==> config.mk <==
export PLATFORM = sky130hd
export DESIGN_NAME = bhq_ctrl
export DESIGN_NICKNAME = d
export VERILOG_FILES = /design/src/hdl/binary_min_heap_queue_assert.svh /design/src/hdl/bhq_pkg.sv /design/src/hdl/bhq_ctrl.sv
export SDC_FILE = /design/constraint.sdc
export NUM_CORES = 1
export LEC_CHECK = 0
export ABC_AREA = 1
export BUFFER_PORTS_ARGS = -buffer_cell sky130_fd_sc_hd__clkbuf_2
export CORE_MARGIN = 2
export CORE_UTILIZATION = 35
export CTS_BUF_LIST = sky130_fd_sc_hd__clkbuf_8 sky130_fd_sc_hd__clkbuf_16
export CTS_CLUSTER_SIZE = 25
export DETAILED_ROUTE_END_ITERATION = 10
export PLACE_DENSITY = 0.73
export SETUP_SLACK_MARGIN = 0.02
export SLEW_MARGIN = 40
export SYNTH_ARGS = -nofsm -noshare
export SYNTH_HDL_FRONTEND = slang
export SYNTH_SLANG_ARGS = --single-unit
==> constraint.sdc <==
create_clock -name clk -period 1.1 [get_ports clk]
set_clock_uncertainty 0.05 [all_clocks]
set_input_delay 0 -clock clk [delete_from_list [all_inputs] [get_ports clk]]
set_output_delay 0 -clock clk [all_outputs]
set_load 0.02 [all_outputs]
==> src/hdl/binary_min_heap_queue_assert.svh <==
// ----------------------------------------------------------------------------
// binary_min_heap_queue assertion macros
// Concurrent assertion shorthands, sampled on clk, quiet while arst_n is low.
// ----------------------------------------------------------------------------
`ifndef BINARY_MIN_HEAP_QUEUE_ASSERT_SVH
`define BINARY_MIN_HEAP_QUEUE_ASSERT_SVH

// check prop in the same cycle as cond
`define BHQ_ASSERT_SAME(label, cond, prop, msg) \
	label: assert property (@(posedge clk) disable iff (!arst_n) (cond) |-> (prop)) \
		else $error(msg);

// check prop in the cycle after cond
`define BHQ_ASSERT_NEXT(label, cond, prop, msg) \
	label: assert property (@(posedge clk) disable iff (!arst_n) (cond) |=> (prop)) \
		else $error(msg);

`endif

==> src/hdl/bhq_pkg.sv <==
// ----------------------------------------------------------------------------
// bhq_pkg
// Shared types and constants of the binary min-heap queue.
// ----------------------------------------------------------------------------
package bhq_pkg;

	localparam int PRIO_W   = 16;
	localparam int TAG_W    = 24;
	localparam int FILL_W   = 11;
	localparam int ENTRY_W  = PRIO_W + TAG_W;
	localparam int S_DATA_W = 40;
	localparam int M_DATA_W = 56;

	typedef struct packed {
		logic [TAG_W-1:0]  tag;
		logic [PRIO_W-1:0] prio;
	} entry_t;

	typedef enum logic [1:0] {
		ST_DONE  = 2'd0,
		ST_EMPTY = 2'd1,
		ST_FULL  = 2'd2
	} status_t;

	typedef enum logic {
		ACT_PUSH = 1'b0,
		ACT_POP  = 1'b1
	} action_t;

	typedef enum logic [2:0] {
		RA_ROOT,
		RA_LAST,
		RA_PARENT,
		RA_LEFT,
		RA_RIGHT
	} raddr_sel_t;

	typedef enum logic [1:0] {
		WD_HOLD,
		WD_READ,
		WD_LEFT
	} wdata_sel_t;

	typedef struct packed {
		logic       start;
		logic       rd_en;
		raddr_sel_t rd_sel;
		logic       wr_en;
		wdata_sel_t wr_sel;
		logic       step_up;
		logic       step_left;
		logic       step_right;
		logic       cap_res;
		logic       cap_hold;
		logic       cap_left;
		logic       load_out;
	} cmd_t;

	typedef struct packed {
		logic full;
		logic empty;
		logic at_root;
		logic up_less;
		logic leaf;
		logic has_right;
		logic dn_left;
		logic dn_right;
	} sts_t;

endpackage

==> src/hdl/bhq_ctrl.sv <==
// ----------------------------------------------------------------------------
// bhq_ctrl
// Controller: sequences push sift-up and pop sift-down, owns the handshakes.
// ----------------------------------------------------------------------------
module bhq_ctrl
	import bhq_pkg::*;
(
	input  logic    clk,
	input  logic    arst_n,
	input  logic    s_valid,
	output logic    s_ready,
	input  action_t action,
	output logic    m_valid,
	input  logic    m_ready,
	input  sts_t    sts,
	output cmd_t    cmd
);

	typedef enum logic [3:0] {
		S_IDLE,
		S_UP_CHK,
		S_UP_CMP,
		S_RD_TOP,
		S_RD_LST,
		S_DN_LD,
		S_DN_CHK,
		S_DN_LFT,
		S_DN_CMP,
		S_FIN
	} state_t;

	state_t state_q;
	state_t state_d;
	logic   m_valid_q;

	always_comb begin
		state_d = state_q;
		cmd     = '0;
		unique case (state_q)
			S_IDLE: begin
				if (s_valid) begin
					cmd.start = 1'b1;
					if (action == ACT_PUSH) begin
						state_d = sts.full ? S_FIN : S_UP_CHK;
					end else begin
						state_d = sts.empty ? S_FIN : S_RD_TOP;
					end
				end
			end
			S_UP_CHK: begin
				if (sts.at_root) begin
					cmd.wr_en  = 1'b1;
					cmd.wr_sel = WD_HOLD;
					state_d    = S_FIN;
				end else begin
					cmd.rd_en  = 1'b1;
					cmd.rd_sel = RA_PARENT;
					state_d    = S_UP_CMP;
				end
			end
			S_UP_CMP: begin
				cmd.wr_en = 1'b1;
				if (sts.up_less) begin
					cmd.wr_sel  = WD_READ;
					cmd.step_up = 1'b1;
					state_d     = S_UP_CHK;
				end else begin
					cmd.wr_sel = WD_HOLD;
					state_d    = S_FIN;
				end
			end
			S_RD_TOP: begin
				cmd.rd_en  = 1'b1;
				cmd.rd_sel = RA_ROOT;
				state_d    = S_RD_LST;
			end
			S_RD_LST: begin
				cmd.cap_res = 1'b1;
				cmd.rd_en   = 1'b1;
				cmd.rd_sel  = RA_LAST;
				state_d     = S_DN_LD;
			end
			S_DN_LD: begin
				cmd.cap_hold = 1'b1;
				state_d      = S_DN_CHK;
			end
			S_DN_CHK: begin
				if (sts.leaf) begin
					cmd.wr_en  = 1'b1;
					cmd.wr_sel = WD_HOLD;
					state_d    = S_FIN;
				end else begin
					cmd.rd_en  = 1'b1;
					cmd.rd_sel = RA_LEFT;
					state_d    = S_DN_LFT;
				end
			end
			S_DN_LFT: begin
				cmd.cap_left = 1'b1;
				if (sts.has_right) begin
					cmd.rd_en  = 1'b1;
					cmd.rd_sel = RA_RIGHT;
				end
				state_d = S_DN_CMP;
			end
			S_DN_CMP: begin
				cmd.wr_en = 1'b1;
				if (sts.dn_right) begin
					cmd.wr_sel     = WD_READ;
					cmd.step_right = 1'b1;
					state_d        = S_DN_CHK;
				end else if (sts.dn_left) begin
					cmd.wr_sel    = WD_LEFT;
					cmd.step_left = 1'b1;
					state_d       = S_DN_CHK;
				end else begin
					cmd.wr_sel = WD_HOLD;
					state_d    = S_FIN;
				end
			end
			S_FIN: begin
				if (!m_valid_q || m_ready) begin
					cmd.load_out = 1'b1;
					state_d      = S_IDLE;
				end
			end
			default: begin
				state_d = S_IDLE;
			end
		endcase
	end

	always_ff @(posedge clk or negedge arst_n) begin
		if (!arst_n) begin
			state_q   <= S_IDLE;
			m_valid_q <= 1'b0;
		end else begin
			state_q <= state_d;
			if (cmd.load_out) begin
				m_valid_q <= 1'b1;
			end else if (m_ready) begin
				m_valid_q <= 1'b0;
			end
		end
	end

	assign s_ready = (state_q == S_IDLE);
	assign m_valid = m_valid_q;

endmodule

# Word level (Yosys, flattened, before mapping)
# Index checks and enable logic that the tools add are counted.
[totals]
latchBits = 0
inputBits = 13
elab_cells = 54
ramBits = 0
out_inout_bits = 17
rom_bits = 0
reg_bits = 5
mem_count = 0
[classes]
mul = 0
n_shift = 0
n_eq_ne = 11
n_addsub = 0
div = 0
muxes = 36
n_reduce_logical = 5
n_lt_le_gt_ge = 0
bitwise_logic = 0
[op_table]
columns = ["cell", "count"]
rows = [
  ["$mux W4", 13],
  ["$pmux W4 S10", 1],
  ["$pmux W4 S5", 1],
  ["$eq A4 B3 Y1 const B", 4],
  ["$mux W1", 15],
  ["$pmux W3 S4", 1],
  ["$eq A4 B2 Y1 const B", 2],
  ["$eq A4 B4 Y1 const B", 2],
  ["$mux W2", 3],
  ["$mux W3", 2],
  ["$eq A4 B1 Y1 const B", 1],
  ["$logic_not A4 Y1", 1],
  ["$ne A2 B2 Y1 const B", 2],
  ["$reduce_and A2 Y1", 1],
  ["$reduce_bool A2 Y1", 1],
  ["$logic_not A1 Y1", 1],
  ["$logic_or A1 B1 Y1", 1],
]

# Logic depth before layout (Yosys ltp)
# Gate-level depths: netlist of run 1.
[depth]
depth_word = 5
mapped_depth = 9
depth_no_buf = 9

# Worst setup path after synthesis of run 1
# Ideal clock, no wire load.
[synth_path]
kind = "reg2out"
startpoint = "reg state_q[3]"
endpoint = "out cmd[13] (netlist bit)"
arrival_ns = 1.225
slack_ns = -0.175
stages_incl_launch_ff = 6
required_ns = 1.050
n_path_buf = 0
cell_sequence = "dfrtp_1 -> inv_1 -> nand2_1 -> nor3_2 -> nand2_1 -> nand4_1"
[synth_lines]
columns = ["item", "line", "text"]
rows = [
  ["from (decl)", "bhq_ctrl.sv:32", "state_t state_q;"],
  ["from (signal assigned)", "bhq_ctrl.sv:138", "state_q <= state_d;"],
  ["to (decl)", "bhq_ctrl.sv:16", "output cmd_t cmd"],
]

==> metrics.md, run 1 <==
| Metric | Value |
|---|---|
| Status | `finished with violations` |
| Violated checks | `negative setup slack` |
| HP Class | `input pin to flop` |
| WP data required | `1.05 ns` |
| Final-layout fill cell count | `43` |
| Total global routing overflow | `0` |
| I/O Pins | `30` |
| Largest net degree at the start of global routing | `7` |
| Fraction of layout cells with a size suffix above 1 | `70.3%` |
| Storage element area | `129 sq um` |
| Die ar. | `1700 sq um` |
| Post-Syn Area | `487 sq um` |
| Post-Syn Instances | `just over 80` |
| CTS max path bufs | `2` |
| CP delay by family, top | `flip-flops` |
| Final Hold Vio Count | `0` |
| Pleak | `0.630 nW` |
| CP bufs+invs | `2` |
| Yosys top cell by area | `dfrtp_1` |
| Post-synth top area share | `25.7%` |
| CP Max Fanout | `4` |
| Number of global-route vias before repair | `613` |
| Core ar. | `~1300 sq um` |
| Clock buffer count from CTS | `3` |
| Row count | `13` |
| RSZ-0062 raised after global routing | `true` |
| Initial cell density of the core | `37.4%` |
| Cell Chain, Critical Path | `nor2_4 -> buf_12 -> nand3_4 -> nand4_1 -> clkbuf_8` |
| YS warnings | `0` |
| Detailed-route wire length per cell | `about 18 um` |
| Area growth, synth to finish | `150%` |
| Crit Path Class | `flop to primary output` |
| Max-slew violations | `0` |
| Final setup fails | `20` |
| CTS tree | `done` |
| Achievable clock frequency | `675 MHz` |
| Die Span X | `41.3 um` |
| Port Buffer Count | `29` |
| First-pass GRT wire length | `around 2.6 mm` |
| Drt first pass iters | `4` |
| Clock root cell | `clkbuf_8` |
| Rel. slew slack | `82.9%` |
| Initial DRC count | `23` |
| CTS sink cnt | `5` |
| Worst hold margin | `between 0.06 and 0.07 ns` |
| Area of the multi-input gates | `489 sq um` |
| Final ANT Viol Nets | `0` |
| Register area share after synthesis | `25.7%` |
| Nets | `152` |
| Max VDD drop | `2.08 mV` |
| Worst setup SP type | `flop` |
| Vias per Instance | `5.37` |
| Yosys reg bits | `5` |
| Ant diodes | `0` |
| DR vias | `roughly 800` |
| Unique masters post-synth | `16` |
| Fin crit period | `1.48 ns` |
| Placer Congestion | `0.861` |
| Pre-CTS setup slack | `-0.215 ns` |
| H-tree Lvls | `1` |
| Maxcap violations | `0` |
| Area contributors post-synth | `dfrtp_1 26%, nand2_1 18%, nor2_1 11%, inv_1 9.3%, nor2_2 6.4%` |
| Worst-path clk slew | `0.04 ns` |
| Crit-path slowest cell | `dfrtp_2` |
| Initial antenna violation count | `0` |
| Crit end category | `primary output` |
| Die H | `41.3 um` |
| DRC viols | `0` |
| TNS Setup | `-5.91 ns` |
| Syn Nets | `95` |
| DP HPWL | `1.17 mm` |
| Crit path DAT | `1.43 ns` |
| Critical path's largest stage delay | `0.46 ns` |
| Total track usage | `24.8%` |
| Tightest Pin Transition | `0.255 ns` |
| Final WS setup | `-0.381 ns` |
| PD cells | `2810 nW/um^2` |
| Final Cycle Share | `135%` |
| Util after Layout | `93.4%` |
| Clock Latency Late Sink | `0.23 ns` |
| Mean Syn Cell Area | `between 5 and 6 sq um` |
| WL final | `2.69 mm` |
-- placed cells by master, fill, tap and decap left out, types with 5 or more instances in the layout --
cell | Yosys | final
nor2_4 | 0 | 10
clkbuf_2 | 0 | 13
inv_1 | 12 | 10
nand2_2 | 0 | 9
nand2_1 | 23 | 11
nor2_1 | 14 | 7
buf_8 | 0 | 5
clkbuf_8 | 0 | 6
buf_4 | 0 | 18
buf_6 | 0 | 10
-- per-stage QoR --
stage	instances	total power [mW]	area (sq um)
6_report	153	3.41	1210
5_1_grt	153	3.57	1210
4_1_cts	146	2.67	1050
3_5_place_dp	131	1.76	743
3_3_place_gp	131	1.74	743
2_1_floorplan	82	1.35	542
-- worst paths after layout --
check / from / endpoint / slack (ns) / depth (start not counted)
worst min register to register: m_valid / m_valid / 0.58 / 2
worst max register to register: state_q[3] / state_q[3] / -0.36 / 10
worst min-delay path: s_valid / state_q[1] / 0.07 / 3
worst max-delay path: state_q[3] / cmd[9] / -0.38 / 5
max in group asynchronous: arst_n / state_q[1] / 0.73 / 2
min in group asynchronous: arst_n / m_valid / 0.12 / 2
-- cell families (layout without fill, tap and decap cells) --
| logic type | count (synthesis) | count (layout) | share of synthesized area [%] |
|---|---|---|---|
| AO/OA/AOI/OAI | 7 | 7 | 9.00 |
| flip-flops | 5 | 5 | 25.7 |
| buffers and inverters | 15 | 71 | 11.6 |
| AND/OR/NAND/NOR | 55 | 55 | 53.7 |
-- cell usage after synthesis --
cell type  count
nor2_1        14
o21ai_2        1
o211ai_1       1
nand3b_1       3
nand2_1       23
a31oi_1        1
dfrtp_1        5
o22ai_1        1
nand3_1        4
nand4_1        3
inv_2          3
nand3_2        2
nor3_2         1
nor2_2         5
inv_1         12
o21ai_0        3
-- power by group --
group	total (mW)	internal [mW]	switching [mW]
registers	0.428	0.273	0.155
clock network	0.348	0.241	0.107
logic	2.63	1.22	1.42
total	3.41	1.73	1.68
-- flip-flops by register name, summed over array words and instances, names as in the netlist --
register,flops
state_q,4
m_valid,1
-- tightest hold or removal path: cells and delay by family --
kind	cells	cell delay, ns
buffers and inverters	1	0.12
AO/OA/AOI/OAI	1	0.08
AND/OR/NAND/NOR	1	0.10
-- area by class of cell --
class / count / share of cell area, %
well taps: 15 / 1.54
repair buffers: 52 / 38.6
flip-flops and latches: 5 / 10.6
multi-input cells: 62 / 40.3
clock inverters: 1 / 0.309
clock buffers: 3 / 3.40
inverters: 15 / 5.25
-- per-layer routing --
layer,vias to the layer above,part of all wire (%),GRT usage (%)
met1,386,37,26.6
met5,-,0,0
met3,8,5.0,4.79
met4,0,2.6,9.68
met2,46,55,46.9
li1,381,-,-
-- timing repair --
| action | in CTS | in global routing |
|---|---|---|
| gates resized for setup | 46 | 39 |
| setup buffers | 10 | 7 |
| setup endpoints to repair | 20 | 21 |
| gates cloned | 0 | 0 |
| hold buffers | 2 | 0 |
| endpoints found under the hold margin | 6 | 0 |
| pin swaps | 14 | 11 |
Note: power is estimated with default switching activity, not from simulation.
==> run 2: changes to the inputs <==
--- a/config.mk
+++ b/config.mk
@@ -12,7 +12,8 @@
 export CTS_BUF_LIST = sky130_fd_sc_hd__clkbuf_8 sky130_fd_sc_hd__clkbuf_16
 export CTS_CLUSTER_SIZE = 25
 export DETAILED_ROUTE_END_ITERATION = 10
-export PLACE_DENSITY = 0.73
+export MAX_ROUTING_LAYER = met4
+export PLACE_DENSITY = 0.7
 export SETUP_SLACK_MARGIN = 0.02
 export SLEW_MARGIN = 40
 export SYNTH_ARGS = -nofsm -noshare
==> run 2 against run 1 <==
Sequential share of layout area is 0.19 points lower. Register-to-register slack lost 0.14 ns. Critical endpoint is now state_q[3]. Clock power is 3% lower. The flow still finishes with violations (negative setup slack). Largest power group unchanged.
==> metrics.md, run 2 (synthesis results as in run 1) <==
| Metric | Value |
|---|---|
| Status | `finished with violations (unchanged)` |
| Violated checks | `negative setup slack (unchanged)` |
| Crit path DAT | `1.66 ns (was 1.43 ns)` |
| CP Max Fanout | `4 (unchanged)` |
| Area growth, synth to finish | `152% (was 150%)` |
| Crit-path slowest cell | `dfrtp_1 (was dfrtp_2)` |
| Total global routing overflow | `0 (unchanged)` |
| CP bufs+invs | `3 (was 2)` |
| Nets | `157 (was 152)` |
| Cell mode on critical path | `nand2_1` |
| Crit Path Class | `flop to flop (was flop to primary output)` |
| Drt first pass iters | `4 (unchanged)` |
| Crit end category | `flop (was primary output)` |
| Final Cycle Share | `146% (was 135%)` |
| CTS max path bufs | `2 (unchanged)` |
| CTS tree | `done (unchanged)` |
| Maxcap violations | `0 (unchanged)` |
| Final-layout fill cell count | `41 (was 43)` |
| Fraction of layout cells with a size suffix above 1 | `65.0% (was 70.3%)` |
| R2R depth | `10 (unchanged)` |
| Comb power frac | `79.1% (was 77.3%)` |
| Placer Congestion | `0.864 (was 0.861)` |
| Initial DRC count | `37 (was 23)` |
| Final Non-Filler Cells | `158 (was 153)` |
| Initial antenna violation count | `0 (unchanged)` |
| CP delay by family, top | `simple AND/OR/NAND/NOR gates (was flip-flops)` |
| DP HPWL | `1.28 mm (was 1.17 mm)` |
| I/O Pins | `30 (unchanged)` |
| Final setup fails | `21 (was 20)` |
| Max-slew violations | `0 (unchanged)` |
| First-pass GRT wire length | `3.11 mm (was 2.64 mm)` |
| Clock power frac | `9.5% (was 10.2%)` |
| Number of global-route vias before repair | `737 (was 613)` |
| CTS sink cnt | `5 (unchanged)` |
| Row count | `13 (unchanged)` |
| Commonest cells after routing, fill and taps aside | `20 x buf_4, 16 x nand2_1, 13 x clkbuf_2, 13 x buf_6, 10 x inv_1 (was 18 x buf_4, 13 x clkbuf_2, 11 x nand2_1)` |
| Total Power | `3.57 mW (was 3.41 mW)` |
| Largest Register | `state_q (unchanged)` |
| Switching Share | `49.0% (was 49.3%)` |
| Clock root cell | `clkbuf_8 (unchanged)` |
| Storage element area | `128 sq um (was 129 sq um)` |
| H-tree Lvls | `1 (unchanged)` |
| Final Hold Vio Count | `0 (unchanged)` |
| Reg2Reg Launch Point | `state_q[3] (unchanged)` |
| Worst-path clk slew | `0.04 ns (about the same)` |
| Largest register FFs | `4 (unchanged)` |
| DR vias | `893 (was 821)` |
| Vias per Instance | `5.65 (was 5.37)` |
| Detailed-route wire length per cell | `19.1 um (was 17.6 um)` |
| Util after Layout | `94.1% (was 93.4%)` |
| Die ar. | `1700 sq um (unchanged)` |
| Internal power | `1.82 mW (was 1.73 mW)` |
| WP data required | `1.16 ns (was 1.05 ns)` |
| Placed Instances | `134 (was 131)` |
| Die Span X | `41.3 um (unchanged)` |
| RSZ-0062 raised after global routing | `true (unchanged)` |
| Ant diodes | `0 (unchanged)` |
| Clock buffer count from CTS | `3 (unchanged)` |
| Final WS setup | `-0.504 ns (was -0.381 ns)` |
| Core ar. | `1300 sq um (unchanged)` |
| Commonest non-fill, non-tap cell in the layout | `buf_4 (unchanged)` |
| Fin crit period | `1.60 ns (was 1.48 ns)` |
| Reg power frac | `11.4% (was 12.5%)` |
| HP Class | `input pin to asynchronous set/reset pin (was input pin to flop)` |
| Rel. slew slack | `83.2% (was 82.9%)` |
| P_sw | `1.75 mW (was 1.68 mW)` |
| Cell Chain, Critical Path | `inv_2 -> buf_6 -> nor2_4 -> buf_6 -> nand3_1 -> nand2_1 -> nor2_1 -> nand2_1 -> nand2_2 -> nand2_1 (was nor2_4 -> buf_12 -> nand3_4 -> nand4_1 -> clkbuf_8)` |
| Total track usage | `29.1% (was 24.8%)` |
| Largest net degree at the start of global routing | `7 (unchanged)` |
| Pleak | `0.646 nW (was 0.630 nW)` |
| WL final | `3.01 mm (was 2.69 mm)` |
| Clock Latency Late Sink | `0.22 ns (was 0.23 ns)` |
| Die H | `41.3 um (unchanged)` |
| Port Buffer Count | `29 (unchanged)` |
| Max VDD drop | `2.25 mV (was 2.08 mV)` |
| Reg2Reg Setup Slack | `-0.50 ns (was -0.36 ns)` |
| PD cells | `2910 nW/um^2 (was 2810 nW/um^2)` |
| Worst setup SP type | `flop (unchanged)` |
| Tightest Pin Transition | `0.252 ns (was 0.255 ns)` |
| Achievable clock frequency | `624 MHz (was 675 MHz)` |
| DRC viols | `0 (unchanged)` |
| Area of the multi-input gates | `467 sq um (was 489 sq um)` |
| Initial cell density of the core | `37.4% (unchanged)` |
| Reg-to-Reg End | `state_q[3] (unchanged)` |
| Final ANT Viol Nets | `0 (unchanged)` |
| Critical path's largest stage delay | `0.43 ns (was 0.46 ns)` |
[run 2: worst reg2reg max path: cells and delay by family, from the launching register on]
| kind | cells | cell delay (ns) |
|---|---|---|
| AND/OR/NAND/NOR | 7 | 0.64 |
| buffers and inverters | 3 | 0.37 |
| flip-flops | 1 | 0.43 |
[run 2: what timing repair did]
item                       4_1_cts  5_1_grt
hold buffers                     2        0
gates resized for setup         45       29
buffers inserted                15        3
setup endpoints to repair       21       21
pin swaps                       15        8
hold endpoints to repair         6        0
[run 2: metal layers]
layer	share of wire (%)	GRT usage (%)	up-vias	wire length, um
met5	0	-	-	0
met4	4.8	12.9	0	144
met3	8.2	3.72	21	247
met2	52	54.7	72	1580
met1	35	29.8	413	1040
li1	-	-	387	-
[run 2: power groups by stage]
stage	Clock, mW	Combinational, mW	Sequential (mW)
6_report	0.338	2.82	0.408
5_1_grt	0.348	2.91	0.412
4_1_cts	0.324	2.29	0.387
3_5_place_dp	0	1.48	0.389
3_3_place_gp	0	1.45	0.380
2_1_floorplan	0	0.944	0.405
[run 2: worst max path at each step]
stage / startpoint / end / slack, ns / depth (start not counted)
3_5_place_dp: state_q[3] / cmd[13] / -0.20 / 7
4_1_cts: state_q[3] / cmd[13] / -0.36 / 6
6_report: state_q[3] / state_q[3] / -0.50 / 10
3_3_place_gp: state_q[2] / state_q[3] / -0.18 / 7
5_1_grt: state_q[3] / cmd[13] / -0.52 / 6
2_1_floorplan: state_q[3] / cmd[13] / -0.11 / 5
[run 2: through the flow]
stage / TNS (ns) / setup WS, ns / cell area [sq um] / hold slack (ns)
6_report: -7.35 / -0.504 / 1220 / 0.0894
5_1_grt: -7.96 / -0.518 / 1220 / 0.102
4_1_cts: -4.85 / -0.362 / 1110 / 0.0419
3_5_place_dp: -1.74 / -0.204 / 766 / -0.227
3_3_place_gp: -1.37 / -0.177 / 766 / -0.234
2_1_floorplan: -0.679 / -0.106 / 542 / -0.346
[run 2: cell type report]
class	count	area share (%)
clock inverters	1	0.306
inverters	15	4.80
flip-flops and latches	5	10.4
repair buffers	57	41.5
well taps	15	1.53
clock buffers	3	3.37
multi-input cells	62	38.1
==> run 3: changes to the inputs <==
==> constraint.sdc (replaced) <==
create_clock -name clk -period 1.1 [get_ports clk]
set_clock_uncertainty 0.05 [all_clocks]
set_input_delay 0.165 -clock clk [delete_from_list [all_inputs] [get_ports clk]]
set_output_delay 0.165 -clock clk [all_outputs]
set_load 0.02 [all_outputs]
==> run 3 against run 2 <==
The run now fails in 5_1_grt. Synthesized cell count is the same. Area after synthesis unchanged.
==> metrics.md, run 3 <==
| Metric | Value |
|---|---|
| I/O Pins | `30 (unchanged)` |
| Count leader, synth | `nand2_1 (unchanged)` |
| Worst EP kind | `primary output` |
| Post-Syn Instances | `82 (unchanged)` |
| Post-GRT worst EP | `cmd[13]` |
| Post-Syn Area | `487 sq um (unchanged)` |
| Die Span X | `41.3 um (unchanged)` |
| Tool error | `[ERROR DPL-0038] Utilization greater than 100%, impossible to legalize` |
| Area contributors post-synth | `dfrtp_1 26%, nand2_1 18%, nor2_1 11%, inv_1 9.3%, nor2_2 6.4% (unchanged)` |
| Register area share after synthesis | `25.7% (unchanged)` |
| Initial cell density of the core | `37.4% (unchanged)` |
| Clock root cell | `clkbuf_8 (unchanged)` |
| Status | `aborted with a tool error (was finished with violations)` |
| CTS max path bufs | `2 (unchanged)` |
| Mean Syn Cell Area | `5.94 sq um (unchanged)` |
| Syn Nets | `95 (unchanged)` |
| Post-synth top area share | `25.7% (unchanged)` |
| Post-synth EDFFs | `0 (unchanged)` |
| Clock buffer count from CTS | `3 (unchanged)` |
| H-tree Lvls | `1 (unchanged)` |
| Unique masters post-synth | `16 (unchanged)` |
| Yosys reg bits | `5 (unchanged)` |
| YS warnings | `0 (unchanged)` |
| Die H | `41.3 um (unchanged)` |
| Synth async-reset ratio | `100% (unchanged)` |
| DP HPWL | `1.26 mm (was 1.28 mm)` |
| Last stage | `5_1_grt` |
| Yosys top cell by area | `dfrtp_1 (unchanged)` |
| Placed Instances | `139 (was 134)` |
| Most frequent cells after synthesis | `23 x nand2_1, 14 x nor2_1, 12 x inv_1 (unchanged)` |
| Top_reg_cell synth | `dfrtp_1 (unchanged)` |
| Placer Congestion | `0.895 (was 0.864)` |
| Placed Area | `837 sq um (was 766 sq um)` |
| Port Buffer Count | `29 (unchanged)` |
| Largest net degree at the start of global routing | `7` |
| CTS sink cnt | `5 (unchanged)` |
| Row count | `13 (unchanged)` |
run 3: cell counts after synthesis:
No cell type changed its count.
run 3: through the flow:
step                utilization, %  hold WS (ns)  setup WS [ns]
floorplan                        -        -0.181         -0.251
CTS                           85.4         0.115         -0.480
detailed placement            64.3       -0.0658         -0.348
global placement              64.3       -0.0693         -0.301
run 3: logic make-up after synthesis:
group                  count (synthesis)  share of synthesized area, %
AO/OA/AOI/OAI                          7                          9.00
flip-flops                             5                          25.7
buffers and inverters                 15                          11.6
AND/OR/NAND/NOR                       55                          53.7
run 3: repair_timing:
item | in CTS
gates resized for setup | 50
endpoints found under the hold margin | 5
pin swaps | 9
setup buffers | 4
gates cloned | 0
hold buffers | 1
setup endpoints to repair | 21
==> run 4: changes to the inputs <==
==> config.mk (replaced) <==
export PLATFORM = sky130hd
export DESIGN_NAME = bhq_ctrl
export DESIGN_NICKNAME = d
export VERILOG_FILES = /design/src/hdl/binary_min_heap_queue_assert.svh /design/src/hdl/bhq_pkg.sv /design/src/hdl/bhq_ctrl.sv
export SDC_FILE = /design/constraint.sdc
export NUM_CORES = 1
export LEC_CHECK = 0
export ABC_AREA = 1
export BUFFER_PORTS_ARGS = -buffer_cell sky130_fd_sc_hd__clkbuf_2
export CORE_AREA = 2 2 63 65
export DETAILED_ROUTE_END_ITERATION = 10
export DIE_AREA = 0 0 65 67
export PLACE_DENSITY_LB_ADDON = 0.15
export SLEW_MARGIN = 40
export SYNTH_ARGS = -nofsm -noshare
export SYNTH_HDL_FRONTEND = slang
export SYNTH_SLANG_ARGS = --single-unit
==> constraint.sdc (replaced) <==
create_clock -name clk -period 1.43 [get_ports clk]
set_clock_uncertainty 0.05 [all_clocks]
set_input_delay 0.2145 -clock clk [delete_from_list [all_inputs] [get_ports clk]]
set_output_delay 0.2145 -clock clk [all_outputs]
set_load 0.02 [all_outputs]
==> run 4 against run 3 <==
The flow now finishes, with violations (negative setup slack).
==> metrics.md, run 4 (synthesis results as in run 1) <==
| Metric | Value |
|---|---|
| Status | `finished with violations (was aborted with a tool error)` |
| Violated checks | `negative setup slack` |
| Clock root cell | `clkbuf_8 (unchanged)` |
| Worst-path clk slew | `0.04 ns` |
| Ant diodes | `0` |
| Die Span X | `65 um (was 41.3 um)` |
| CTS sink cnt | `5 (unchanged)` |
| Die H | `67 um (was 41.3 um)` |
| Reg2Reg Setup Slack | `0 ns` |
| Reg power frac | `13.4%` |
| Internal power | `roughly 1.3 mW` |
| Max-slew violations | `0` |
| Final Hold Vio Count | `0` |
| Largest Register | `state_q` |
| Commonest non-fill, non-tap cell in the layout | `buf_4` |
| WL final | `1.76 mm` |
| Crit Path Class | `flop to primary output` |
| Switching Share | `between 40 and 50%` |
| Pleak | `around 0.6 nW` |
| Initial DRC count | `9` |
| Worst setup SP type | `flop` |
| Placed Area | `783 sq um (was 837 sq um)` |
| Fin crit period | `1.64 ns` |
| Reg2Reg Launch Point | `state_q[2]` |
| DP HPWL | `1.38 mm (was 1.26 mm)` |
| I/O Pins | `30 (unchanged)` |
| Rel. slew slack | `86.5%` |
| DRC viols | `0` |
| Post-Layout Inst Area | `around 1200 sq um` |
| Max VDD drop | `0.514 mV` |
| Core ar. | `3610 sq um` |
| Final Cycle Share | `114%` |
| Final ANT Viol Nets | `0` |
| RSZ-0062 raised after global routing | `true` |
| Crit path DAT | `about 1.4 ns` |
| Clock power frac | `10.9%` |
| DR vias | `699` |
| Final WS setup | `-0.206 ns` |
| Comb power frac | `75.8%` |
| CTS max path bufs | `2 (unchanged)` |
| Row count | `22 (was 13)` |
| Total Power | `roughly 2.4 mW` |
| Final setup fails | `17` |
| Area growth, synth to finish | `139%` |
| Clock Latency Late Sink | `0.22 ns` |
| H-tree Lvls | `1 (unchanged)` |
| Vias per Instance | `3.82` |
| Nets | `149` |
| Largest net degree at the start of global routing | `7` |
| Initial cell density of the core | `13.5% (was 37.4%)` |
| HP Class | `input pin to flop` |
| Largest register FFs | `4` |
| WP data required | `1.17 ns` |
| Port Buffer Count | `29 (unchanged)` |
| First-pass GRT wire length | `between 2 and 3 mm` |
| Achievable clock frequency | `611 MHz` |
| Tightest Pin Transition | `slightly above 0.2 ns` |
| Clock buffer count from CTS | `3 (unchanged)` |
| CP startpoint | `state_q[2]` |
| Total track usage | `approximately 8.5%` |
| Maxcap violations | `0` |
| CTS tree | `done` |
| Commonest cells after routing, fill and taps aside | `15 x buf_4, 14 x nand2_1, 14 x clkbuf_2` |
| Crit end category | `primary output` |
| Number of global-route vias before repair | `slightly below 700` |
| PD cells | `2030 nW/um^2` |
| Initial antenna violation count | `0` |
| Reg-to-Reg End | `state_q[3]` |
| Fraction of layout cells with a size suffix above 1 | `~64%` |
| Die ar. | `about 4400 sq um` |
| CP Max Fanout | `4` |
| P_sw | `1.10 mW` |
| Placer Congestion | `0.786 (was 0.895)` |
| CP endpoint | `cmd[13]` |
| Util after Layout | `32.2%` |
| Total global routing overflow | `0` |
| Drt first pass iters | `2` |
| Detailed-route wire length per cell | `9.64 um` |
| R2R depth | `9` |
==> run 4: final cells by class <==
type	count	area, sq um
inverters	15	63.8
clock buffers	4	45.0
multi-input cells	62	453
well taps	48	60.1
repair buffers	49	412
fillers	377	2440
flip-flops and latches	5	129
==> run 4: worst min path at each step <==
stage	startpoint	to	slack, ns	cells past startpoint
floorplan	arst_n	m_valid	-0.13	0
global placement	arst_n	state_q[3]	-0.008	1
detailed placement	arst_n	state_q[3]	-0.01	1
CTS	m_ready	m_valid	0.14	2
global route	m_ready	m_valid	0.16	2
finish	m_ready	m_valid	0.15	2
==> run 4: critical path: stages, from the launching register on <==
cell	delay (ns)
dfrtp_2	0.45
nor2_4	0.12
buf_6	0.13
nand3b_1	0.15
nand4_1	0.15
clkbuf_8	0.15
==> run 4: through the flow <==
step	TNS [ns]	instances	setup slack (ns)	hold slack [ns]
after detailed placement	-0.210	170	-0.0784	-0.0127
after global placement	-0.322	170	-0.0959	-0.00771
after global routing	-3.25	183	-0.313	0.161
after floorplan	0	82	0.00247	-0.131
after CTS	-1.66	179	-0.173	0.144
final	-1.61	183	-0.206	0.146
==> run 4: per-layer routing <==
layer  up-vias  global-route usage (%)  part of all wire [%]  wire length (um)
met3         2                    1.35                   4.3                75
li1        366                       -                     -                 -
met5         -                       0                     0                 0
met2        20                    15.6                    54               955
met4         0                    5.59                   1.5                27
met1       311                    9.01                    40               705
==> run 4: what timing repair did <==
action,4_1_cts,5_1_grt
buffers inserted,4,6
hold buffers,1,0
setup endpoints to repair,17,18
gates resized for setup,44,39
pin swaps,6,9
endpoints found under the hold margin,5,0
==> run 4: power groups by stage <==
stage / Combinational (mW) / Clock [mW] / Sequential [mW]
final: 1.79 / 0.257 / 0.316
after detailed placement: 1.12 / 0 / 0.272
after floorplan: 0.651 / 0 / 0.278
after CTS: 1.48 / 0.268 / 0.296
after global routing: 1.95 / 0.273 / 0.329
after global placement: 1.13 / 0 / 0.271
